`src/cnrf_pkg.sv`:
```
package cnrf_pkg;

  localparam int W          = 32;
  localparam int FB         = 16;
  localparam int ITER_W     = 6;
  localparam int LIM_W      = 7;
  localparam int ADDR_W     = 5;
  localparam int DATA_W     = 32;
  localparam int PC_W       = 4;
  localparam int DIV_STEPS  = W + FB;
  localparam int DIV_CNT_W  = $clog2(DIV_STEPS);
  localparam int OUT_DATA_W = 168;

  localparam logic [PC_W-1:0]  PC_LAST   = PC_W'(15);
  localparam logic [LIM_W-1:0] LIM_MAX   = LIM_W'(64);
  localparam logic [LIM_W-1:0] LIM_MIN   = LIM_W'(1);

  typedef enum logic [2:0] {
    REG_COEF_CUBIC    = 3'd0,
    REG_COEF_SQUARE   = 3'd1,
    REG_COEF_LINEAR   = 3'd2,
    REG_COEF_CONSTANT = 3'd3,
    REG_STEP_TOL      = 3'd4,
    REG_ITER_LIMIT    = 3'd5
  } cfg_reg_e;

  typedef enum logic [2:0] {
    ST_RUN   = 3'd0,
    ST_CONV  = 3'd1,
    ST_LIMIT = 3'd2,
    ST_ZERO  = 3'd3,
    ST_OVF   = 3'd4
  } status_e;

  typedef enum logic [2:0] {
    S_IDLE, S_SEQ, S_CHECK, S_DIV, S_QUOT, S_RES, S_OUT
  } state_e;

  typedef enum logic [1:0] {
    UOP_NOP, UOP_MUL, UOP_ADD
  } uop_kind_e;

  typedef enum logic [3:0] {
    SRC_X, SRC_X2, SRC_X3, SRC_F, SRC_FD, SRC_T, SRC_U, SRC_G, SRC_H,
    SRC_A, SRC_B, SRC_C, SRC_D
  } src_e;

  typedef enum logic [2:0] {
    DST_X2, DST_X3, DST_F, DST_FD, DST_T, DST_U, DST_G, DST_H
  } dst_e;

  typedef struct packed {
    uop_kind_e kind;
    src_e      sa;
    src_e      sb;
    dst_e      dst;
  } uop_t;

  typedef struct packed {
    logic              load;
    logic              uop_en;
    uop_t              uop;
    logic              div_start;
    logic              div_step;
    logic              quot;
    logic              res;
    logic              advance;
    logic [ITER_W-1:0] iter;
    logic              last_iter;
  } ctrl_cmd_t;

  typedef struct packed {
    logic fd_zero;
    logic res_last;
  } dp_stat_t;

  // Polynomial and slope schedule; a product is registered in prod_q, then written to its destination
  function automatic uop_t uop_rom(logic [PC_W-1:0] pc);
    uop_t u;
    case (pc)
      4'd0:    u = '{UOP_MUL, SRC_X,  SRC_X,  DST_X2};
      4'd1:    u = '{UOP_NOP, SRC_X,  SRC_X,  DST_X2};
      4'd2:    u = '{UOP_MUL, SRC_X2, SRC_X,  DST_X3};
      4'd3:    u = '{UOP_MUL, SRC_A,  SRC_X2, DST_T};
      4'd4:    u = '{UOP_MUL, SRC_A,  SRC_X3, DST_F};
      4'd5:    u = '{UOP_MUL, SRC_B,  SRC_X2, DST_G};
      4'd6:    u = '{UOP_MUL, SRC_C,  SRC_X,  DST_H};
      4'd7:    u = '{UOP_ADD, SRC_F,  SRC_G,  DST_F};
      4'd8:    u = '{UOP_ADD, SRC_F,  SRC_H,  DST_F};
      4'd9:    u = '{UOP_ADD, SRC_F,  SRC_D,  DST_F};
      4'd10:   u = '{UOP_MUL, SRC_B,  SRC_X,  DST_U};
      4'd11:   u = '{UOP_ADD, SRC_T,  SRC_T,  DST_FD};
      4'd12:   u = '{UOP_ADD, SRC_FD, SRC_T,  DST_FD};
      4'd13:   u = '{UOP_ADD, SRC_U,  SRC_U,  DST_U};
      4'd14:   u = '{UOP_ADD, SRC_FD, SRC_U,  DST_FD};
      4'd15:   u = '{UOP_ADD, SRC_FD, SRC_C,  DST_FD};
      default: u = '{UOP_NOP, SRC_X,  SRC_X,  DST_X2};
    endcase
    return u;
  endfunction

endpackage

```
`src/cnrf_dp.sv`:
```
module cnrf_dp (
  input  logic                              clk_i,
  input  logic                              rst_ni,
  input  cnrf_pkg::ctrl_cmd_t               cmd_i,
  input  logic signed [cnrf_pkg::W-1:0]     start_x_i,
  input  logic signed [cnrf_pkg::W-1:0]     coef_cubic_i,
  input  logic signed [cnrf_pkg::W-1:0]     coef_square_i,
  input  logic signed [cnrf_pkg::W-1:0]     coef_linear_i,
  input  logic signed [cnrf_pkg::W-1:0]     coef_constant_i,
  input  logic [cnrf_pkg::W-2:0]            step_tol_i,
  output cnrf_pkg::dp_stat_t                stat_o,
  output logic [cnrf_pkg::ITER_W-1:0]       iteration_o,
  output logic signed [cnrf_pkg::W-1:0]     x_before_o,
  output logic signed [cnrf_pkg::W-1:0]     f_value_o,
  output logic signed [cnrf_pkg::W-1:0]     f_slope_o,
  output logic signed [cnrf_pkg::W-1:0]     x_after_o,
  output logic [cnrf_pkg::W-2:0]            step_size_o,
  output cnrf_pkg::status_e                 status_o
);

  localparam int W  = cnrf_pkg::W;
  localparam int FB = cnrf_pkg::FB;
  localparam int PW = 2 * W;
  localparam int RW = 2 * W - FB;
  localparam int NW = W + FB;
  localparam logic signed [W-1:0] VMAX = {1'b0, {(W-1){1'b1}}};
  localparam logic signed [W-1:0] VMIN = {1'b1, {(W-1){1'b0}}};
  localparam logic [PW-1:0] HALF     = PW'(1) << (FB - 1);
  localparam logic [RW-1:0] MAG_LIM  = RW'(1) << (W - 1);
  localparam logic [NW-1:0] QMAG_LIM = NW'(1) << (W - 1);

  logic signed [W-1:0] x_q, x2_q, x3_q, f_q, fd_q, t_q, u_q, g_q, h_q, q_q;
  logic signed [W-1:0] opa, opb;
  logic signed [PW-1:0] prod_q;
  logic                 mul_vld_q;
  cnrf_pkg::dst_e       mul_dst_q;
  logic                 ovf_q;

  // multiplier write-back: round half away from zero, then saturate
  logic [PW-1:0]        pm, pm_rnd;
  logic [RW-1:0]        rnd;
  logic signed [W-1:0]  mres;
  logic                 movf;

  logic signed [W:0]    asum;
  logic signed [W-1:0]  ares;
  logic                 aovf, add_en;

  logic [NW-1:0]        num_q, quo_q;
  logic [W-1:0]         rem_q, dv_q;
  logic                 neg_q;
  logic [W:0]           trial;
  logic                 take;
  logic [W-1:0]         fmag, fdmag;

  logic signed [W-1:0]  qres;
  logic                 qovf;
  logic signed [W:0]    xdiff, sdiff;
  logic signed [W-1:0]  xn;
  logic                 xovf, sovf;
  logic [W:0]           sabs;
  logic [W-2:0]         step;
  cnrf_pkg::status_e    status;

  always_comb begin
    case (cmd_i.uop.sa)
      cnrf_pkg::SRC_X:  opa = x_q;
      cnrf_pkg::SRC_X2: opa = x2_q;
      cnrf_pkg::SRC_X3: opa = x3_q;
      cnrf_pkg::SRC_F:  opa = f_q;
      cnrf_pkg::SRC_FD: opa = fd_q;
      cnrf_pkg::SRC_T:  opa = t_q;
      cnrf_pkg::SRC_U:  opa = u_q;
      cnrf_pkg::SRC_G:  opa = g_q;
      cnrf_pkg::SRC_H:  opa = h_q;
      cnrf_pkg::SRC_A:  opa = coef_cubic_i;
      cnrf_pkg::SRC_B:  opa = coef_square_i;
      cnrf_pkg::SRC_C:  opa = coef_linear_i;
      cnrf_pkg::SRC_D:  opa = coef_constant_i;
      default:          opa = '0;
    endcase
    case (cmd_i.uop.sb)
      cnrf_pkg::SRC_X:  opb = x_q;
      cnrf_pkg::SRC_X2: opb = x2_q;
      cnrf_pkg::SRC_X3: opb = x3_q;
      cnrf_pkg::SRC_F:  opb = f_q;
      cnrf_pkg::SRC_FD: opb = fd_q;
      cnrf_pkg::SRC_T:  opb = t_q;
      cnrf_pkg::SRC_U:  opb = u_q;
      cnrf_pkg::SRC_G:  opb = g_q;
      cnrf_pkg::SRC_H:  opb = h_q;
      cnrf_pkg::SRC_A:  opb = coef_cubic_i;
      cnrf_pkg::SRC_B:  opb = coef_square_i;
      cnrf_pkg::SRC_C:  opb = coef_linear_i;
      cnrf_pkg::SRC_D:  opb = coef_constant_i;
      default:          opb = '0;
    endcase
  end

  always_comb begin
    pm     = prod_q[PW-1] ? PW'(-prod_q) : PW'(prod_q);
    pm_rnd = pm + HALF;
    rnd    = pm_rnd[PW-1:FB];
    movf   = 1'b0;
    if (prod_q[PW-1]) begin
      if (rnd > MAG_LIM) begin
        movf = 1'b1;
        mres = VMIN;
      end else begin
        mres = W'(-rnd[W-1:0]);
      end
    end else if (rnd >= MAG_LIM) begin
      movf = 1'b1;
      mres = VMAX;
    end else begin
      mres = rnd[W-1:0];
    end
  end

  always_comb begin
    add_en = cmd_i.uop_en && (cmd_i.uop.kind == cnrf_pkg::UOP_ADD);
    asum   = {opa[W-1], opa} + {opb[W-1], opb};
    aovf   = asum[W] ^ asum[W-1];
    ares   = aovf ? (asum[W] ? VMIN : VMAX) : asum[W-1:0];
  end

  always_comb begin
    fmag  = f_q[W-1] ? W'(-f_q) : W'(f_q);
    fdmag = fd_q[W-1] ? W'(-fd_q) : W'(fd_q);
    trial = {rem_q, num_q[NW-1]};
    take  = (trial >= {1'b0, dv_q});
  end

  // quotient saturation
  always_comb begin
    qovf = 1'b0;
    if (neg_q) begin
      if (quo_q > QMAG_LIM) begin
        qovf = 1'b1;
        qres = VMIN;
      end else begin
        qres = W'(-quo_q[W-1:0]);
      end
    end else if (quo_q >= QMAG_LIM) begin
      qovf = 1'b1;
      qres = VMAX;
    end else begin
      qres = quo_q[W-1:0];
    end
  end

  always_comb begin
    xdiff = {x_q[W-1], x_q} - {q_q[W-1], q_q};
    xovf  = xdiff[W] ^ xdiff[W-1];
    xn    = xovf ? (xdiff[W] ? VMIN : VMAX) : xdiff[W-1:0];
    sdiff = {xn[W-1], xn} - {x_q[W-1], x_q};
    sabs  = sdiff[W] ? (W+1)'(-sdiff) : (W+1)'(sdiff);
    sovf  = (sabs > {2'b00, {(W-1){1'b1}}});
    step  = sovf ? {(W-1){1'b1}} : sabs[W-2:0];
    if (fd_q == '0) begin
      xn     = x_q;
      step   = '0;
      status = ovf_q ? cnrf_pkg::ST_OVF : cnrf_pkg::ST_ZERO;
    end else if (ovf_q || xovf || sovf) begin
      status = cnrf_pkg::ST_OVF;
    end else if (step <= step_tol_i) begin
      status = cnrf_pkg::ST_CONV;
    end else if (cmd_i.last_iter) begin
      status = cnrf_pkg::ST_LIMIT;
    end else begin
      status = cnrf_pkg::ST_RUN;
    end
  end

  always_ff @(posedge clk_i or negedge rst_ni) begin
    if (!rst_ni) begin
      mul_vld_q <= 1'b0;
      ovf_q     <= 1'b0;
    end else begin
      mul_vld_q <= cmd_i.uop_en && (cmd_i.uop.kind == cnrf_pkg::UOP_MUL);
      if (cmd_i.load || cmd_i.advance) begin
        ovf_q <= 1'b0;
      end else begin
        ovf_q <= ovf_q | (mul_vld_q & movf) | (add_en & aovf) | (cmd_i.quot & qovf);
      end
    end
  end

  always_ff @(posedge clk_i) begin
    prod_q    <= opa * opb;
    mul_dst_q <= cmd_i.uop.dst;
    if (cmd_i.load) begin
      x_q <= start_x_i;
    end else if (cmd_i.advance) begin
      x_q <= x_after_o;
    end
    if (mul_vld_q) begin
      case (mul_dst_q)
        cnrf_pkg::DST_X2: x2_q <= mres;
        cnrf_pkg::DST_X3: x3_q <= mres;
        cnrf_pkg::DST_F:  f_q  <= mres;
        cnrf_pkg::DST_FD: fd_q <= mres;
        cnrf_pkg::DST_T:  t_q  <= mres;
        cnrf_pkg::DST_U:  u_q  <= mres;
        cnrf_pkg::DST_G:  g_q  <= mres;
        cnrf_pkg::DST_H:  h_q  <= mres;
        default: ;
      endcase
    end
    if (add_en) begin
      case (cmd_i.uop.dst)
        cnrf_pkg::DST_X2: x2_q <= ares;
        cnrf_pkg::DST_X3: x3_q <= ares;
        cnrf_pkg::DST_F:  f_q  <= ares;
        cnrf_pkg::DST_FD: fd_q <= ares;
        cnrf_pkg::DST_T:  t_q  <= ares;
        cnrf_pkg::DST_U:  u_q  <= ares;
        cnrf_pkg::DST_G:  g_q  <= ares;
        cnrf_pkg::DST_H:  h_q  <= ares;
        default: ;
      endcase
    end
    // restoring divide of |f| << FB by |f'|, one quotient bit a cycle
    if (cmd_i.div_start) begin
      num_q <= {fmag, {FB{1'b0}}};
      quo_q <= '0;
      rem_q <= '0;
      dv_q  <= fdmag;
      neg_q <= f_q[W-1] ^ fd_q[W-1];
    end else if (cmd_i.div_step) begin
      num_q <= num_q << 1;
      quo_q <= {quo_q[NW-2:0], take};
      rem_q <= take ? W'(trial - {1'b0, dv_q}) : trial[W-1:0];
    end
    if (cmd_i.quot) begin
      q_q <= qres;
    end
    if (cmd_i.res) begin
      iteration_o <= cmd_i.iter;
      x_before_o  <= x_q;
      f_value_o   <= f_q;
      f_slope_o   <= fd_q;
      x_after_o   <= xn;
      step_size_o <= step;
      status_o    <= status;
    end
  end

  assign stat_o.fd_zero  = (fd_q == '0);
  assign stat_o.res_last = (status_o != cnrf_pkg::ST_RUN);

endmodule

```
`config.mk`:
```
export PLATFORM = sky130hd
export DESIGN_NAME = cnrf_dp
export DESIGN_NICKNAME = d
export VERILOG_FILES = /design/src/cnrf_pkg.sv /design/src/cnrf_dp.sv
export SDC_FILE = /design/constraint.sdc
export NUM_CORES = 2
export LEC_CHECK = 0
export ABC_AREA = 1
export BUFFER_PORTS_ARGS = -buffer_cell sky130_fd_sc_hd__buf_4
export CAP_MARGIN = 25
export CORE_MARGIN = 5
export CORE_UTILIZATION = 45
export DETAILED_ROUTE_END_ITERATION = 8
export MAX_ROUTING_LAYER = met4
export PLACE_DENSITY = 0.64
export SYNTH_ARGS = -nofsm -noshare
export SYNTH_HDL_FRONTEND = slang
export SYNTH_SLANG_ARGS = --single-unit
```
`constraint.sdc`:
```
create_clock -name clk_i -period 10.7 [get_ports clk_i]
set_input_delay 2.14 -clock clk_i [delete_from_list [all_inputs] [get_ports clk_i]]
set_output_delay 2.14 -clock clk_i [all_outputs]
set_load 0.02 [all_outputs]
```
==> impl_metrics.py <==
metrics = {
    "sta": {
        "finalHoldViolCount": 0,
        "worst_pin_slew_ps": 1130,
        "fin_crit_sh": 0.988,
        "setup_ws_ps": 126,
        "fin_skew_ps": 71.0,
        "grt_setup_unrepaired": "true",
        "slew_violations": 0,
        "period_needed_ps": 10570,
        "fmax_ghz": 0.0946,
        "setup_viol": 0,
        "relSlewSlack": 0.246,
    },
    "finish": {
        "seqCellArea_mm2": 0.0170,
        "num-fill-cells": 17800,
        "reg_top3": "prod_q x64, quo_q x48",
        "multi_input_area_mm2": 0.0572,
        "final_cell_count_no_fill": 15000,
        "post-route-util": 0.549,
        "design_area_mm2": 0.102,
        "fin_nets": 14100,
        "syn_to_final_growth_pct": 21.3,
        "largest_register_ffs": 64,
        "layout-drive-gt1-share": 0.165,
        "regMostFlops": "prod_q",
    },
    "logic_synthesis": {
        "syn-cell-area_mm2": 0.0841,
        "synth_cells": 11200,
        "synth_edf_count": 297,
        "synth.avg_cell_area_um2": 7.50,
        "synthFlopType": "dfxtp_1",
        "syn-num-nets": 12900,
        "synthArstFlopShare": 0.00285,
        "synth_seq_cells": 702,
        "synth_cell_type_count": 69,
        "yosysWarnings": 0,
        "seq_area_frac_synth": 0.203,
    },
    "drt": {
        "drcViolationCount": 2,
        "vias_per_cell": 5.63,
        "num_vias": 84300,
        "drt_iter0_drc": 9014,
        "firstDrtPassIters": 9,
        "drtAntennaViolNets": 0,
        "totalWireLength_mm": 406,
        "drt-wirelength-per-cell_um": 27.1,
    },
    "setup_path": {
        "cpMostUsedCell": "fa_1",
        "cp.required_ps": 11280,
        "crit_arrival_ps": 11160,
        "cp_slowest_stage_delay_ps": 640,
        "reg2reg_from": "x_q[0]",
        "cp_max_fo": 11,
        "start_kind": "input pin",
        "slowest_stage": "fa_1",
        "crit_path_end_kind": "register",
        "r2r-end": "status_o[0]",
        "r2r_slack_ps": 930,
        "crit_type": "in2reg",
        "rr_worst_depth": 52,
    },
    "global_routing": {
        "grtUsageMet2": 0.636,
        "grt_pass1_vias": 83800,
        "grt_overflow": 0,
        "grt.busiest_layer": "met2",
        "grt_pass1_wl_mm": 580,
        "grt_usage": 0.417,
        "grt_max_degree": 131,
        "antenna_found_initial": 22,
        "grt_use_met1": 0.503,
        "grtUsageMet3": 0.0783,
    },
    "worst_hold_path": {
        "min_from": "f_q[4]",
        "worstHoldEndpoint": "f_value_o[4]",
        "hold_class": "reg2reg",
        "worstHoldPathCells": 0,
    },
    "floorplanning": {
        "coreArea_mm2": 0.186,
        "die_w_um": 442,
        "io_pins": 390,
        "die_area_mm2": 0.196,
        "core.rowCount": 158,
        "start_util": 0.453,
        "die_y_um": 442,
    },
    "cts": {
        "numCtsBuffers": 83,
        "cts-htree-levels": 3,
        "cts_buffer_depth": 3,
        "root_buffer": "clkbuf_16",
        "ctsHoldBuffers": 0,
        "cts_tree": "done",
        "clk_latency_ps": 760,
        "cts_sinks": 702,
        "clk_pin_slew_ps": 60,
    },
    "run": {
        "cap_violations": 0,
    },
    "place": {
        "gp_congestion": 1.13,
        "dp.cells": 14800,
        "dpl_worst_slack_ps": -1180,
        "placed_cell_area_mm2": 0.0982,
        "port_buffers": 389,
        "place_hpwl_mm": 333,
    },
    "run_status": {
        "violations": "DRC",
        "status": "finished, violations left",
    },
}
[through the flow]
| stage | setup TNS, ps | hold WS [ps] |
|---|---|---|
| after global routing | -323 | 480 |
| after detailed placement | -26670 | 443 |
| final | 0 | 468 |
| after CTS | 0 | 458 |
| after global placement | -30280 | 440 |
| after floorplan | 0 | 406 |
[cell usage after synthesis (27+ instances only)]
cell,n,area share
a21oi_1,674,0.040
a221oi_1,52,0.0054
a31oi_1,46,0.0034
buf_1,32,0.0014
clkbuf_1,351,0.016
dfxtp_1,403,0.096
edfxtp_1,297,0.11
fa_1,1087,0.26
ha_1,350,0.052
inv_1,2299,0.10
nand2_1,2423,0.11
nand2_2,62,0.0046
nand3_1,221,0.013
nand4_1,84,0.0062
nor2_1,1149,0.051
nor2_2,28,0.0021
nor3_1,65,0.0039
nor4_1,48,0.0036
o211ai_1,31,0.0028
o21ai_0,500,0.030
o21ai_1,27,0.0016
o221ai_1,30,0.0031
o22ai_1,290,0.022
xnor2_1,70,0.0073
xor2_1,197,0.021
[worst max-delay path: cells and delay by family]
family / cells / cell delay [ps]
buffers and inverters: 16 / 1830
and+or+nand+nor: 13 / 1670
AOI/OAI and AO/OA: 6 / 810
adders and majority gates: 9 / 4510
xor gates and xnor gates: 1 / 140
[area by class of cell]
class / instances / area share
Timing Repair Buffer: 1536 / 0.126
Antenna cell: 19 / 0.000466
Clock buffer: 96 / 0.0213
Tap cell: 2480 / 0.0304
Clock inverter: 58 / 0.00710
Sequential cell: 702 / 0.167
Inverter: 2345 / 0.0866
Multi-Input combinational cell: 7739 / 0.561
[per-layer routing]
layer	vias up	routed length (um)	part of all wire
li1	37400	-	-
met3	1209	35800	0.088
met4	0	36900	0.091
met1	41100	154000	0.38
met5	-	0	0
met2	4662	179000	0.44
[how the worst max path moves through the flow]
stage	slack [ps]	end	from	cells past startpoint
after floorplan	70	prod_q[61]	cmd_i[19]	36
after global routing	-90	prod_q[60]	cmd_i[21]	46
final	130	prod_q[60]	cmd_i[21]	45
after global placement	-1190	prod_q[55]	cmd_i[21]	42
after detailed placement	-1180	prod_q[55]	cmd_i[21]	42
after CTS	4	prod_q[60]	cmd_i[21]	46
[cell families after synthesis]
kind of cell	synth area share
flip-flops	0.203
multiplexers	0.000119
AO/OA/AOI/OAI	0.123
AND/OR/NAND/NOR	0.210
XOR/XNOR	0.0280
buffers and inverters	0.126
adder cells (fa/ha/maj)	0.311
[placed cells by master, fill, tap and decap left out, drive strengths merged, types with 51 or more instances in the layout]
master | netlist | layout
nand2 | 2495 | 2495
inv | 2319 | 2322
buf | 67 | 1535
nor2 | 1198 | 1198
fa | 1087 | 1087
a21oi | 690 | 690
o21ai | 529 | 529
dfxtp | 403 | 403
ha | 350 | 350
edfxtp | 297 | 297
o22ai | 290 | 290
nand3 | 258 | 258
xor2 | 198 | 198
clkbuf | 351 | 97
nand4 | 84 | 84
xnor2 | 70 | 70
nor3 | 65 | 65
a221oi | 52 | 52
clkinv | 26 | 51
[repair_timing]
| item | CTS | global route |
|---|---|---|
| cloned | 0 | 1 |
| endpoints found under the hold margin | 0 | 0 |
| gates resized for setup | 28 | 186 |
| pin swaps | 4 | 26 |
| setup endpoints to repair | 19 | 31 |
| buffers inserted | 2 | 11 |
Power is not shown: default switching activity piles up to over one toggle a cycle in this logic, so the estimate is an artifact.
