### src/cnrf_pkg.sv
package cnrf_pkg;

  localparam int W          = 32;
  localparam int FB         = 16;
  localparam int ITER_W     = 6;
  localparam int LIM_W      = 7;
  localparam int ADDR_W     = 5;
  localparam int DATA_W     = 32;
  localparam int PC_W       = 4;
  localparam int DIV_STEPS  = W + FB;
  localparam int DIV_CNT_W  = $clog2(DIV_STEPS);
  localparam int OUT_DATA_W = 168;

  localparam logic [PC_W-1:0]  PC_LAST   = PC_W'(15);
  localparam logic [LIM_W-1:0] LIM_MAX   = LIM_W'(64);
  localparam logic [LIM_W-1:0] LIM_MIN   = LIM_W'(1);

  typedef enum logic [2:0] {
    REG_COEF_CUBIC    = 3'd0,
    REG_COEF_SQUARE   = 3'd1,
    REG_COEF_LINEAR   = 3'd2,
    REG_COEF_CONSTANT = 3'd3,
    REG_STEP_TOL      = 3'd4,
    REG_ITER_LIMIT    = 3'd5
  } cfg_reg_e;

  typedef enum logic [2:0] {
    ST_RUN   = 3'd0,
    ST_CONV  = 3'd1,
    ST_LIMIT = 3'd2,
    ST_ZERO  = 3'd3,
    ST_OVF   = 3'd4
  } status_e;

  typedef enum logic [2:0] {
    S_IDLE, S_SEQ, S_CHECK, S_DIV, S_QUOT, S_RES, S_OUT
  } state_e;

  typedef enum logic [1:0] {
    UOP_NOP, UOP_MUL, UOP_ADD
  } uop_kind_e;

  typedef enum logic [3:0] {
    SRC_X, SRC_X2, SRC_X3, SRC_F, SRC_FD, SRC_T, SRC_U, SRC_G, SRC_H,
    SRC_A, SRC_B, SRC_C, SRC_D
  } src_e;

  typedef enum logic [2:0] {
    DST_X2, DST_X3, DST_F, DST_FD, DST_T, DST_U, DST_G, DST_H
  } dst_e;

  typedef struct packed {
    uop_kind_e kind;
    src_e      sa;
    src_e      sb;
    dst_e      dst;
  } uop_t;

  typedef struct packed {
    logic              load;
    logic              uop_en;
    uop_t              uop;
    logic              div_start;
    logic              div_step;
    logic              quot;
    logic              res;
    logic              advance;
    logic [ITER_W-1:0] iter;
    logic              last_iter;
  } ctrl_cmd_t;

  typedef struct packed {
    logic fd_zero;
    logic res_last;
  } dp_stat_t;

  // Polynomial and slope schedule; a product is registered in prod_q, then written to its destination
  function automatic uop_t uop_rom(logic [PC_W-1:0] pc);
    uop_t u;
    case (pc)
      4'd0:    u = '{UOP_MUL, SRC_X,  SRC_X,  DST_X2};
      4'd1:    u = '{UOP_NOP, SRC_X,  SRC_X,  DST_X2};
      4'd2:    u = '{UOP_MUL, SRC_X2, SRC_X,  DST_X3};
      4'd3:    u = '{UOP_MUL, SRC_A,  SRC_X2, DST_T};
      4'd4:    u = '{UOP_MUL, SRC_A,  SRC_X3, DST_F};
      4'd5:    u = '{UOP_MUL, SRC_B,  SRC_X2, DST_G};
      4'd6:    u = '{UOP_MUL, SRC_C,  SRC_X,  DST_H};
      4'd7:    u = '{UOP_ADD, SRC_F,  SRC_G,  DST_F};
      4'd8:    u = '{UOP_ADD, SRC_F,  SRC_H,  DST_F};
      4'd9:    u = '{UOP_ADD, SRC_F,  SRC_D,  DST_F};
      4'd10:   u = '{UOP_MUL, SRC_B,  SRC_X,  DST_U};
      4'd11:   u = '{UOP_ADD, SRC_T,  SRC_T,  DST_FD};
      4'd12:   u = '{UOP_ADD, SRC_FD, SRC_T,  DST_FD};
      4'd13:   u = '{UOP_ADD, SRC_U,  SRC_U,  DST_U};
      4'd14:   u = '{UOP_ADD, SRC_FD, SRC_U,  DST_FD};
      4'd15:   u = '{UOP_ADD, SRC_FD, SRC_C,  DST_FD};
      default: u = '{UOP_NOP, SRC_X,  SRC_X,  DST_X2};
    endcase
    return u;
  endfunction

endpackage

### src/cnrf_ctrl.sv
module cnrf_ctrl (
  input  logic                         clk_i,
  input  logic                         rst_ni,
  input  logic                         in_valid_i,
  output logic                         in_ready_o,
  output logic                         out_valid_o,
  input  logic                         out_ready_i,
  input  logic [cnrf_pkg::LIM_W-1:0]   iter_limit_i,
  input  cnrf_pkg::dp_stat_t           stat_i,
  output cnrf_pkg::ctrl_cmd_t          cmd_o
);

  cnrf_pkg::state_e                    state_q, state_d;
  logic [cnrf_pkg::PC_W-1:0]           pc_q, pc_d;
  logic [cnrf_pkg::DIV_CNT_W-1:0]      cnt_q, cnt_d;
  logic [cnrf_pkg::ITER_W-1:0]         iter_q, iter_d;
  logic [cnrf_pkg::LIM_W-1:0]          lim;

  always_comb begin
    if (iter_limit_i == '0) begin
      lim = cnrf_pkg::LIM_MIN;
    end else if (iter_limit_i > cnrf_pkg::LIM_MAX) begin
      lim = cnrf_pkg::LIM_MAX;
    end else begin
      lim = iter_limit_i;
    end
  end

  always_comb begin
    state_d = state_q;
    case (state_q)
      cnrf_pkg::S_IDLE:  if (in_valid_i) state_d = cnrf_pkg::S_SEQ;
      cnrf_pkg::S_SEQ:   if (pc_q == cnrf_pkg::PC_LAST) state_d = cnrf_pkg::S_CHECK;
      cnrf_pkg::S_CHECK: state_d = stat_i.fd_zero ? cnrf_pkg::S_RES : cnrf_pkg::S_DIV;
      cnrf_pkg::S_DIV: begin
        if (cnt_q == cnrf_pkg::DIV_CNT_W'(cnrf_pkg::DIV_STEPS - 1)) begin
          state_d = cnrf_pkg::S_QUOT;
        end
      end
      cnrf_pkg::S_QUOT:  state_d = cnrf_pkg::S_RES;
      cnrf_pkg::S_RES:   state_d = cnrf_pkg::S_OUT;
      cnrf_pkg::S_OUT: begin
        if (out_ready_i) begin
          state_d = stat_i.res_last ? cnrf_pkg::S_IDLE : cnrf_pkg::S_SEQ;
        end
      end
      default:           state_d = cnrf_pkg::S_IDLE;
    endcase
  end

  always_comb begin
    pc_d   = (state_q == cnrf_pkg::S_SEQ) ? pc_q + 1'b1 : '0;
    cnt_d  = (state_q == cnrf_pkg::S_DIV) ? cnt_q + 1'b1 : '0;
    iter_d = iter_q;
    if (state_q == cnrf_pkg::S_IDLE) begin
      iter_d = '0;
    end else if (state_q == cnrf_pkg::S_OUT && out_ready_i && !stat_i.res_last) begin
      iter_d = iter_q + 1'b1;
    end
  end

  always_comb begin
    in_ready_o        = (state_q == cnrf_pkg::S_IDLE);
    out_valid_o       = (state_q == cnrf_pkg::S_OUT);
    cmd_o.load        = (state_q == cnrf_pkg::S_IDLE) && in_valid_i;
    cmd_o.uop_en      = (state_q == cnrf_pkg::S_SEQ);
    cmd_o.uop         = cnrf_pkg::uop_rom(pc_q);
    cmd_o.div_start   = (state_q == cnrf_pkg::S_CHECK) && !stat_i.fd_zero;
    cmd_o.div_step    = (state_q == cnrf_pkg::S_DIV);
    cmd_o.quot        = (state_q == cnrf_pkg::S_QUOT);
    cmd_o.res         = (state_q == cnrf_pkg::S_RES);
    cmd_o.advance     = (state_q == cnrf_pkg::S_OUT) && out_ready_i && !stat_i.res_last;
    cmd_o.iter        = iter_q;
    cmd_o.last_iter   = ((cnrf_pkg::LIM_W'(iter_q) + 1'b1) == lim);
  end

  always_ff @(posedge clk_i or negedge rst_ni) begin
    if (!rst_ni) begin
      state_q <= cnrf_pkg::S_IDLE;
      pc_q    <= '0;
      cnt_q   <= '0;
      iter_q  <= '0;
    end else begin
      state_q <= state_d;
      pc_q    <= pc_d;
      cnt_q   <= cnt_d;
      iter_q  <= iter_d;
    end
  end

endmodule

### config.mk
export PLATFORM = sky130hd
export DESIGN_NAME = cnrf_ctrl
export DESIGN_NICKNAME = d
export VERILOG_FILES = /design/src/cnrf_pkg.sv /design/src/cnrf_ctrl.sv
export SDC_FILE = /design/constraint.sdc
export NUM_CORES = 1
export LEC_CHECK = 0
export ABC_CLOCK_PERIOD_IN_PS = 1900
export BUFFER_PORTS_ARGS = -buffer_cell sky130_fd_sc_hd__clkbuf_2
export CAP_MARGIN = 20
export CORE_MARGIN = 10
export CORE_UTILIZATION = 52
export DETAILED_ROUTE_END_ITERATION = 16
export PLACE_DENSITY = 0.8
export SLEW_MARGIN = 30
export SYNTH_ARGS = -nofsm -noshare
export SYNTH_HDL_FRONTEND = slang
export SYNTH_SLANG_ARGS = --single-unit
export TNS_END_PERCENT = 100
### constraint.sdc
create_clock -name clk_i -period 1.9 [get_ports clk_i]
set_input_delay 0.19 -clock clk_i [delete_from_list [all_inputs] [get_ports clk_i]]
set_output_delay 0.19 -clock clk_i [all_outputs]
set_load 0.005 [all_outputs]
==> impl_metrics.csv, run 1 <==
group,metric,value,unit
place,dp_hpwl,2828,um
clock_tree,clkSlewWorstSetupHoldPaths,100,ps
timing,finalMaxSlewViolations,0,
timing,post-route-min-period,2077,ps
die,die_y_extent,73.40,um
logic_synthesis,synth.lib_cells_used.distinct,44,
die,starting_density_of_the_core,54.23,%
global_routing,grt_pass1_vias,1382,
drt,number_of_drc_violations_after_detailed_routing,0,
drt,drtIter0Drc,59,
hold_path,holdCritStartpoint,"stat_i[0]",
layout,fill_cells,211,
clock_tree,ctsLongestPathBuffers,2,
timing,rsz0062_at_grt,"true",
critical_path,worst-path-max-fanout,5,
layout,finalInstanceArea,1989,sq um
place,placement.io_buffers,41,
die,core_region_area,2734,sq um
drt,number_of_vias_in_the_routed_layout,1466,
layout,ff_latch_area,481.7,sq um
global_routing,grt_antenna_before_repair,0,
clock_tree,tritoncts,"yes",
logic_synthesis,ys_seq_elements,19,
layout,finish.net_count,262,
hold_path,whs_endpoint,"iter_q[4]$_DFFE_PN0P_",
pwr,peak_vdd_ir,0.8458,mV
place,post_dp_cell_area,1765,sq um
critical_path,worst-setup-path-type,"reg -> out",
logic_synthesis,synth_cells,180,
die,die-width,73.40,um
layout,multiInputGateArea,1017,sq um
logic_synthesis,synth.cell_area,1483,sq um
critical_path,worst_r2r_path_depth,7,
run_status,outcome,"finished, violations left",
logic_synthesis,post-synth-top-area-cell,"sky130_fd_sc_hd__dfrtp_1",
logic_synthesis,portion_of_the_post_synthesis_area_used_by_sequential_elements,32.07,%
run_status,violations,"negative setup slack",
global_routing,grt_usage,13.41,%
layout,synthToLayoutAreaGrowth,34.18,%
logic_synthesis,netlist.area_leader.share,32.07,%
logic_synthesis,synth_enable_flop_cells,0,
critical_path,regToRegStartpoint,"state_q[1]$_DFFE_PN0P_",
global_routing,wire_length_of_the_first_global_routing_pass,6085,um
global_routing,maximum_number_of_pins_on_one_net_before_global_route_repair,22,
logic_synthesis,synthesis.area_per_instance,8.237,sq um
timing,timing.clock.skew,6.040,ps
layout,drive_gt1_share,36.71,%
pwr,power.leakage,0.9683,nW
timing,final_min_period_over_clock_period,109.3,%
pwr,power_per_cell_area,841.4,nW/um^2
layout,final_core_util,72.77,%
critical_path,regToRegSetupSlack,190,ps
layout,layout.cells.most_common,"sky130_fd_sc_hd__clkbuf_2",
clock_tree,cts.root.buffer_cell,"sky130_fd_sc_hd__clkbuf_4",
die,die_area,5387,sq um
critical_path,crit_path_end_kind,"primary output",
drt,drt-vias-per-instance,5.470,
drt,post_drt_wl_per_cell,13.89,um
timing,worst_slew_pin_slew,452.4,ps
drt,detail-route-antenna-nets,0,
logic_synthesis,postSynth.asyncResetShare,100.0,%
critical_path,worst_ep_arrival_time,1890,ps
drt,drt_pass1_iterations,4,
place,weighted_congestion_reported_at_the_end_of_routability_driven_placement,0.8303,
clock_tree,clock_insertion_delay_at_the_later_pin_of_the_skew_report,300,ps
hold_path,worst_hold_path_type,"in -> reg",
die,pin_count,42,
place,placed_cells_incl_taps,254,
drt,totalWireLength,3722,um
clock_tree,cts_made_buffers,3,
critical_path,worst_r2r_endpoint,"state_q[2]$_DFFE_PN0P_",
timing,slew_headroom,69.84,%
logic_synthesis,ys.flop_type,"sky130_fd_sc_hd__dfrtp_1",
place,place_worst_setup_slack,84.87,ps
logic_synthesis,synthesis.yosys.warnings,0,
timing,final_critical_path_setup_slack,-176.8,ps
layout,layout_common_cells,"40 x sky130_fd_sc_hd__clkbuf_2, 21 x sky130_fd_sc_hd__nor2_1, 15 x sky130_fd_sc_hd__buf_4",
clock_tree,clock_sink_count,19,
critical_path,worst_ep_required_time,1710,ps
clock_tree,htree_num_levels,1,
timing,setup_viol_count_final,1,
flow_run,drv.max_cap_violation_count,0,
layout,diodes,0,
timing,timing.fmax,481.5,MHz
global_routing,globalRoute.totalOverflow,0,
hold_path,hold_depth,3,
layout,stdcell_count,268,
die,placementRows,19,
logic_synthesis,yosys-top-cells-area,"sky130_fd_sc_hd__dfrtp_1 32%, sky130_fd_sc_hd__ha_1 9.3%, sky130_fd_sc_hd__nor2_1 5.6%, sky130_fd_sc_hd__xor2_1 3.5%, sky130_fd_sc_hd__a21oi_1 3.0%",
timing,number_of_hold_slack_violations_in_the_final_timing_report,0,
logic_synthesis,synth_fp_nets,204,
critical_path,worstSetupStartpointType,"flip-flop",
==> cell usage after synthesis (4+ instances only) <==
library cell / instances
sky130_fd_sc_hd__nor2_1: 22
sky130_fd_sc_hd__dfrtp_1: 19
sky130_fd_sc_hd__nand2_1: 12
sky130_fd_sc_hd__ha_1: 11
sky130_fd_sc_hd__inv_1: 11
sky130_fd_sc_hd__a21oi_1: 9
sky130_fd_sc_hd__nand3_1: 9
sky130_fd_sc_hd__o21ai_0: 9
sky130_fd_sc_hd__nor2b_1: 7
sky130_fd_sc_hd__xor2_1: 6
sky130_fd_sc_hd__and2_1: 5
sky130_fd_sc_hd__xnor2_1: 5
sky130_fd_sc_hd__and3_1: 4
sky130_fd_sc_hd__clkbuf_1: 4
==> flip-flops by register name (all words and copies together) (netlist names) <==
register and cells:
iter_q 6, cnt_q 6, state_q 3, pc_q 4
==> stage by stage <==
| stage | power, mW | hold WS, ps | setup TNS [ps] |
|---|---|---|---|
| finish | 1.674 | 231.3 | -176.8 |
| global route | 1.821 | 236.7 | -358.1 |
| CTS | 1.581 | 257.9 | -179.7 |
| detailed placement | 1.302 | 162.2 | 0 |
| global placement | 1.283 | 161.5 | 0 |
| floorplan | 1.016 | -105.6 | 0 |
==> report_power, final <==
part | internal [mW] | switching [mW]
Combinational | 0.441 | 0.428
Sequential | 0.481 | 0.116
Clock | 0.0802 | 0.128
==> layout make-up <==
cell class	count	area share (%)
clock buffers	3	1.132
clock inverters	1	0.3774
inverters	13	2.704
multi-input cells	141	51.13
flip-flops and latches	19	24.21
well taps	31	1.950
repair buffers	60	18.49
==> worst max path at each step <==
stage,startpoint,to,cells past startpoint
finish,iter_q[0]$_DFFE_PN0P_,cmd_o[0],6
global route,iter_q[1]$_DFFE_PN0P_,cmd_o[0],7
CTS,iter_q[0]$_DFFE_PN0P_,cmd_o[0],6
detailed placement,iter_q[0]$_DFFE_PN0P_,cmd_o[0],6
global placement,iter_q[0]$_DFFE_PN0P_,cmd_o[0],6
floorplan,iter_q[0]$_DFFE_PN0P_,cmd_o[0],5
==> critical path: stages (launching register included) <==
cell	delay [ps]
sky130_fd_sc_hd__dfrtp_1	420
sky130_fd_sc_hd__and3_4	220
sky130_fd_sc_hd__a31oi_1	90
sky130_fd_sc_hd__or4b_1	480
sky130_fd_sc_hd__o211ai_1	90
sky130_fd_sc_hd__o2111a_1	180
sky130_fd_sc_hd__clkbuf_2	110
==> cells by family after synthesis <==
kind of cell | Yosys count | share of synthesized area, %
DFF | 19 | 32.07
AOI/OAI and AO/OA | 39 | 16.79
adders and majority gates | 11 | 9.283
muxes | 4 | 3.713
buffers and inverters | 20 | 5.231
and+or+nand+nor | 76 | 26.41
xor gates and xnor gates | 11 | 6.498
==> what timing repair did <==
action	in CTS	in global routing
setup endpoints to repair	4	8
setup buffers	4	6
hold buffers	1	0
endpoints found under the hold margin	19	0
pin swaps	2	2
gates resized for setup	11	20
==> metal layers <==
layer / global-route usage [%] / routed length, um / vias to the layer above
met2: 22.73 / 1827 / 38
met1: 16.42 / 1624 / 681
met5: 0 / 0 / -
li1: - / - / 743
met3: 2.826 / 226 / 4
met4: 4.348 / 43 / 0
No activity file was read; power rests on OpenSTA's default activity.
==> run 2: changes to the inputs <==
ABC_AREA = 1   (was unset)
PLACE_DENSITY = 0.79   (was 0.8)
==> impl_metrics.csv, run 2 <==
group,metric,value,unit
logic_synthesis,postSynth.asyncResetShare,100.0,%
logic_synthesis,synth_top_cells_by_count,"42 x sky130_fd_sc_hd__nand2_1, 37 x sky130_fd_sc_hd__inv_1, 32 x sky130_fd_sc_hd__nor2_1, 19 x sky130_fd_sc_hd__dfrtp_1",
drt,detail-route-antenna-nets,0,
layout,reg_top3,"cnt_q x6, iter_q x6, pc_q x4",
clock_tree,clock_sink_count,19,
global_routing,grt_antenna_before_repair,0,
drt,totalWireLength,3653,um
pwr,power.leakage,1.011,nW
logic_synthesis,portion_of_the_post_synthesis_area_used_by_sequential_elements,30.82,%
timing,setup_viol_count_final,0,
die,die_y_extent,74.47,um
die,starting_density_of_the_core,55.00,%
hold_path,worst_hold_path_type,"in -> reg",
run_status,outcome,"finished clean",
logic_synthesis,synth_fp_nets,241,
die,die-width,74.47,um
layout,multiInputGateArea,939.7,sq um
critical_path,critical_path.startpoint,"iter_q[0]$_DFFE_PN0P_",
clock_tree,htree_num_levels,1,
layout,diodes,0,
critical_path,regToRegStartpoint,"pc_q[0]$_DFF_PN0_",
timing,setup-tns-final,0,ps
logic_synthesis,netlist.area_leader.share,30.82,%
critical_path,crit_path_end_kind,"primary output",
die,core_region_area,2805,sq um
hold_path,hold_depth,4,
clock_tree,ctsLongestPathBuffers,2,
pwr,peak_vdd_ir,0.7060,mV
timing,hold_slack,211.5,ps
timing,post-route-min-period,1843,ps
drt,drtIter0Drc,78,
timing,slew_headroom,69.40,%
clock_tree,cts.root.buffer_cell,"sky130_fd_sc_hd__clkbuf_4",
global_routing,maximum_number_of_pins_on_one_net_before_global_route_repair,20,
layout,synthToLayoutAreaGrowth,25.39,%
clock_tree,tritoncts,"yes",
logic_synthesis,synthesis.area_per_instance,7.109,sq um
logic_synthesis,synth_cells,217,
die,die_area,5546,sq um
critical_path,worst-path-max-fanout,3,
global_routing,grt_usage,12.96,%
place,weighted_congestion_reported_at_the_end_of_routability_driven_placement,0.8323,
critical_path,timing.critical_path.to,"cmd_o[0]",
critical_path,worstPathBufferInverterCount,1,
critical_path,critical-path-slowest-cell,"sky130_fd_sc_hd__dfrtp_2",
clock_tree,cts_made_buffers,3,
critical_path,critical-path-max-stage-delay,450,ps
critical_path,regToRegSetupSlack,360,ps
die,placementRows,19,
timing,finalMaxSlewViolations,0,
timing,timing.fmax,542.6,MHz
timing,number_of_hold_slack_violations_in_the_final_timing_report,0,
critical_path,critPathTopFamily,"flip-flops",
critical_path,worst-setup-path-type,"reg -> out",
logic_synthesis,synth_enable_flop_cells,0,
logic_synthesis,yosys-top-cells-area,"sky130_fd_sc_hd__dfrtp_1 31%, sky130_fd_sc_hd__nand2_1 10%, sky130_fd_sc_hd__inv_1 9.0%, sky130_fd_sc_hd__ha_1 8.9%, sky130_fd_sc_hd__nor2_1 7.8%",
critical_path,worstSetupStartpointType,"flip-flop",
layout,finish.net_count,294,
clock_tree,clock_insertion_delay_at_the_later_pin_of_the_skew_report,300,ps
layout,drive_gt1_share,34.20,%
timing,final_min_period_over_clock_period,97.00,%
logic_synthesis,post-synth-top-area-cell,"sky130_fd_sc_hd__dfrtp_1",
critical_path,worst_r2r_endpoint,"state_q[1]$_DFFE_PN0P_",
place,dp_hpwl,2864,um
drt,post_drt_wl_per_cell,12.18,um
critical_path,critical_path_cell_count,7,
layout,ff_latch_area,483.0,sq um
logic_synthesis,synthesis.yosys.warnings,0,
die,pin_count,42,
global_routing,globalRoute.totalOverflow,0,
logic_synthesis,ys.flop_type,"sky130_fd_sc_hd__dfrtp_1",
logic_synthesis,post-synth-top-count-cell,"sky130_fd_sc_hd__nand2_1",
pwr,power_per_cell_area,886.1,nW/um^2
timing,rsz0062_at_grt,"true",
global_routing,wire_length_of_the_first_global_routing_pass,5940,um
logic_synthesis,synth.cell_area,1543,sq um
global_routing,grt_pass1_vias,1421,
logic_synthesis,ys_seq_elements,19,
flow_run,drv.max_cap_violation_count,0,
drt,drt_pass1_iterations,5,
layout,fill_cells,235,
place,placement.io_buffers,41,
critical_path,worst_ep_required_time,1710,ps
critical_path,ordered_list_of_cells_on_the_worst_path,"ha_4 -> xnor2_1 -> xor2_1 -> nor2_1 -> nand2_1 -> nor2_2 -> clkbuf_2",
timing,worst_slew_pin_slew,459.1,ps
drt,number_of_drc_violations_after_detailed_routing,0,
pwr,post-layout-total-power,1.714,mW
logic_synthesis,synth.lib_cells_used.distinct,35,
drt,drt-vias-per-instance,5.163,
critical_path,worst_ep_arrival_time,1650,ps
drt,number_of_vias_in_the_routed_layout,1549,
clock_tree,clkSlewWorstSetupHoldPaths,100,ps
timing,timing.clock.skew,2.946,ps
layout,layout_common_cells,"40 x sky130_fd_sc_hd__nand2_1, 40 x sky130_fd_sc_hd__clkbuf_2, 34 x sky130_fd_sc_hd__inv_1",
critical_path,worst_r2r_path_depth,7,
## run 2: cell count changes after synthesis, sizes merged, moves of 5 or more
cell | previous run | this run
and2 | 5 | 0
clkbuf | 5 | 0
inv | 13 | 40
nand2 | 12 | 48
nor2 | 22 | 35
nor2b | 7 | 0
## run 2: metal layers
layer | track usage [%] | routed length, um | up-vias | part of all wire, %
met5 | 0 | 0 | - | 0
met4 | 3.992 | 39 | 0 | 1.1
met3 | 3.324 | 254 | 5 | 7.0
met2 | 22.09 | 1764 | 40 | 48
met1 | 15.60 | 1594 | 701 | 44
li1 | - | - | 803 | -
## run 2: area by class of cell
cell class                 instances  area share [%]
clock inverter                     1          0.2587
clock buffer                       3           1.164
timing repair buffer              51           14.81
inverter                          40           8.215
tap                               31           2.005
multi-input combinational        155           48.58
sequential                        19           24.97
## run 2: power by group
group          switching [mW]  total (mW)  internal, mW
sequential              0.133       0.621         0.489
clock                   0.122       0.200        0.0785
combinational           0.518       0.892         0.375
## run 2: tightest hold or removal path, stage by stage
cell and delay (ps):
sky130_fd_sc_hd__clkbuf_2 120, sky130_fd_sc_hd__nor2_2 60, sky130_fd_sc_hd__inv_1 60, sky130_fd_sc_hd__nand2_1 50
## run 2: worst min path at each step
stage,start,to,slack (ps)
floorplan,rst_ni,cnt_q[0]$_DFF_PN0_,-110
global placement,rst_ni,state_q[1]$_DFFE_PN0P_,160
detailed placement,rst_ni,state_q[1]$_DFFE_PN0P_,160
CTS,out_ready_i,state_q[2]$_DFFE_PN0P_,210
global route,out_ready_i,state_q[2]$_DFFE_PN0P_,230
finish,out_ready_i,state_q[2]$_DFFE_PN0P_,210
## run 2: cells by family after synthesis
logic type               Yosys count  share of synthesized area, %
buffers and inverters             43                         11.11
AO/OA/AOI/OAI                     30                         12.41
adder cells (fa/ha/maj)           11                         8.921
AND/OR/NAND/NOR                  108                         33.33
XOR/XNOR                           6                         3.406
flip-flops                        19                         30.82
## run 2: metrics by stage
step	utilization, %	instances	instance area, sq um	setup WS, ps
after global routing	68.96	300	1934	-110.1
after CTS	65.21	293	1829	3.462
after global placement	62.93	286	1765	291.2
after floorplan	-	217	1543	417.8
final	68.96	300	1934	57.09
after detailed placement	62.93	286	1765	188.5
## run 2: timing repair
action / CTS / global route
resized for setup: 5 / 21
gates cloned: 0 / 0
hold buffers: 1 / 0
setup buffers: 2 / 7
pin swaps: 0 / 3
setup endpoints to repair: 5 / 10
endpoints found under the hold margin: 19 / 0
==> run 3: changes to the inputs <==
PLACE_DENSITY = 0.89   (was 0.79)
==> impl_metrics.csv, run 3 (synthesized netlist as in run 2, its figures left out) <==
group,metric,value,unit
global_routing,globalRoute.totalOverflow,0,
clock_tree,clkSlewWorstSetupHoldPaths,110,ps
critical_path,worst-path-max-fanout,7,
critical_path,critical-path-max-stage-delay,460,ps
drt,totalWireLength,3933,um
global_routing,maximum_number_of_pins_on_one_net_before_global_route_repair,20,
place,dp_hpwl,3068,um
timing,post-route-min-period,1830,ps
critical_path,worst_ep_required_time,1710,ps
critical_path,crit_path_end_kind,"primary output",
pwr,peak_vdd_ir,0.6033,mV
drt,drtIter0Drc,56,
critical_path,worst_ep_arrival_time,1640,ps
timing,final_min_period_over_clock_period,96.34,%
clock_tree,clock_insertion_delay_at_the_later_pin_of_the_skew_report,300,ps
layout,drive_gt1_share,32.09,%
timing,setup_viol_count_final,0,
layout,fill_cells,239,
timing,rsz0062_at_grt,"true",
die,core_region_area,2805,sq um
timing,timing.clock.skew,6.558,ps
drt,number_of_drc_violations_after_detailed_routing,0,
critical_path,critPathTopFamily,"flip-flops",
global_routing,grt_antenna_before_repair,0,
global_routing,grt_pass1_vias,1464,
timing,number_of_hold_slack_violations_in_the_final_timing_report,0,
drt,post_drt_wl_per_cell,13.15,um
die,die_y_extent,74.47,um
critical_path,critical_path_cell_count,7,
place,weighted_congestion_reported_at_the_end_of_routability_driven_placement,0.8808,
layout,reg_top3,"cnt_q x6, iter_q x6, pc_q x4",
place,placement.io_buffers,41,
timing,finalMaxSlewViolations,0,
layout,finish.net_count,293,
layout,stdcell_count,299,
critical_path,worstSetupStartpointType,"flip-flop",
die,starting_density_of_the_core,55.00,%
global_routing,wire_length_of_the_first_global_routing_pass,6147,um
die,die-width,74.47,um
pwr,power_per_cell_area,917.0,nW/um^2
run_status,outcome,"finished clean",
timing,timing.fmax,546.3,MHz
drt,number_of_vias_in_the_routed_layout,1572,
clock_tree,clock_sink_count,19,
critical_path,worst-setup-path-type,"reg -> out",
die,die_area,5546,sq um
global_routing,grt_usage,13.33,%
place,placed_cells_incl_taps,286,
timing,worst_slew_pin_slew,449.0,ps
flow_run,drv.max_cap_violation_count,0,
drt,detail-route-antenna-nets,0,
timing,slew_headroom,70.06,%
pwr,power.leakage,1.010,nW
drt,drt_pass1_iterations,4,
clock_tree,cts_made_buffers,3,
die,placementRows,19,
drt,drt-vias-per-instance,5.258,
clock_tree,htree_num_levels,1,
layout,diodes,0,
layout,layout.cells.most_common,"sky130_fd_sc_hd__nand2_1",
layout,layout_common_cells,"40 x sky130_fd_sc_hd__nand2_1, 39 x sky130_fd_sc_hd__clkbuf_2, 34 x sky130_fd_sc_hd__inv_1",
die,pin_count,42,
critical_path,critical-path-slowest-cell,"sky130_fd_sc_hd__dfrtp_2",
critical_path,ordered_list_of_cells_on_the_worst_path,"inv_4 -> ha_4 -> nor2_2 -> nor2_1 -> o21ai_0 -> nand3_1 -> clkbuf_2",
timing,hold_slack,215.8,ps
clock_tree,tritoncts,"yes",
critical_path,worstPathBufferInverterCount,2,
critical_path,worst_r2r_path_depth,5,
clock_tree,ctsLongestPathBuffers,2,
clock_tree,cts.root.buffer_cell,"sky130_fd_sc_hd__clkbuf_4",
hold_path,worst_hold_path_type,"in -> reg",
hold_path,hold_depth,4,
layout,synthToLayoutAreaGrowth,24.41,%
run 3: cell types whose count changed in the layout (fill, tap and decap cells not counted), sizes merged:
cell | before | now
clkbuf | 43 | 42
clkinvlp | 1 | 0
inv | 39 | 40
run 3: path summary, 6_finish.rpt:
kind                       slack, ps              startpoint                     end
setup / recovery                  70       pc_q[0]$_DFF_PN0_               cmd_o[14]
min in group asynchronous        360                  rst_ni   iter_q[1]$_DFFE_PN0P_
hold / removal                   220             out_ready_i  state_q[2]$_DFFE_PN0P_
hold reg to reg                  470      cnt_q[5]$_DFF_PN0_      cnt_q[5]$_DFF_PN0_
setup reg to reg                 410  state_q[0]$_DFFE_PN0P_  state_q[2]$_DFFE_PN0P_
max in group asynchronous       1200                  rst_ni       pc_q[3]$_DFF_PN0_
run 3: routing by layer:
layer | up-vias | track usage, % | share of wire (%)
li1 | 797 | - | -
met1 | 729 | 15.25 | 42
met2 | 44 | 23.92 | 51
met3 | 2 | 4.122 | 6.5
met4 | 0 | 2.521 | 0.23
met5 | - | 0 | 0
run 3: timing repair:
action,in CTS,in global routing
setup endpoints to repair,5,6
endpoints found under the hold margin,19,0
pin swaps,0,4
gates resized for setup,3,17
setup buffers,3,5
hold buffers,1,0
run 3: power breakdown:
group / internal (mW) / leakage [nW] / switching [mW]
combinational: 0.392 / 0.743 / 0.536
clock: 0.0785 / 0.0177 / 0.125
sequential: 0.487 / 0.249 / 0.140
total: 0.958 / 1.01 / 0.802
run 3: metrics by stage:
step	power, mW	TNS (ps)	instance area [sq um]	utilization, %	setup WS (ps)
after floorplan	1.164	0	1543	-	417.8
after global placement	1.372	0	1765	62.93	290.8
after detailed placement	1.411	0	1765	62.93	203.3
after CTS	1.650	0	1831	65.25	4.164
after global routing	1.948	-104.4	1919	68.42	-91.13
final	1.760	0	1919	68.42	69.63
run 3: layout make-up:
type / instances / area (sq um) / area share, %
sequential: 19 / 481.7 / 25.10
timing repair buffer: 50 / 282.8 / 14.73
clock buffer: 3 / 22.52 / 1.173
inverter: 40 / 152.6 / 7.953
multi-input combinational: 155 / 935.9 / 48.76
tap: 31 / 38.79 / 2.021
clock inverter: 1 / 5.005 / 0.2608
run 3: worst reg2reg max path, cell delays in order (launching register included):
cell and delay [ps]:
sky130_fd_sc_hd__dfrtp_1 590, sky130_fd_sc_hd__nand3_1 290, sky130_fd_sc_hd__a31oi_1 320, sky130_fd_sc_hd__nor3_2 70, sky130_fd_sc_hd__nand2_1 70, sky130_fd_sc_hd__nand2_1 50
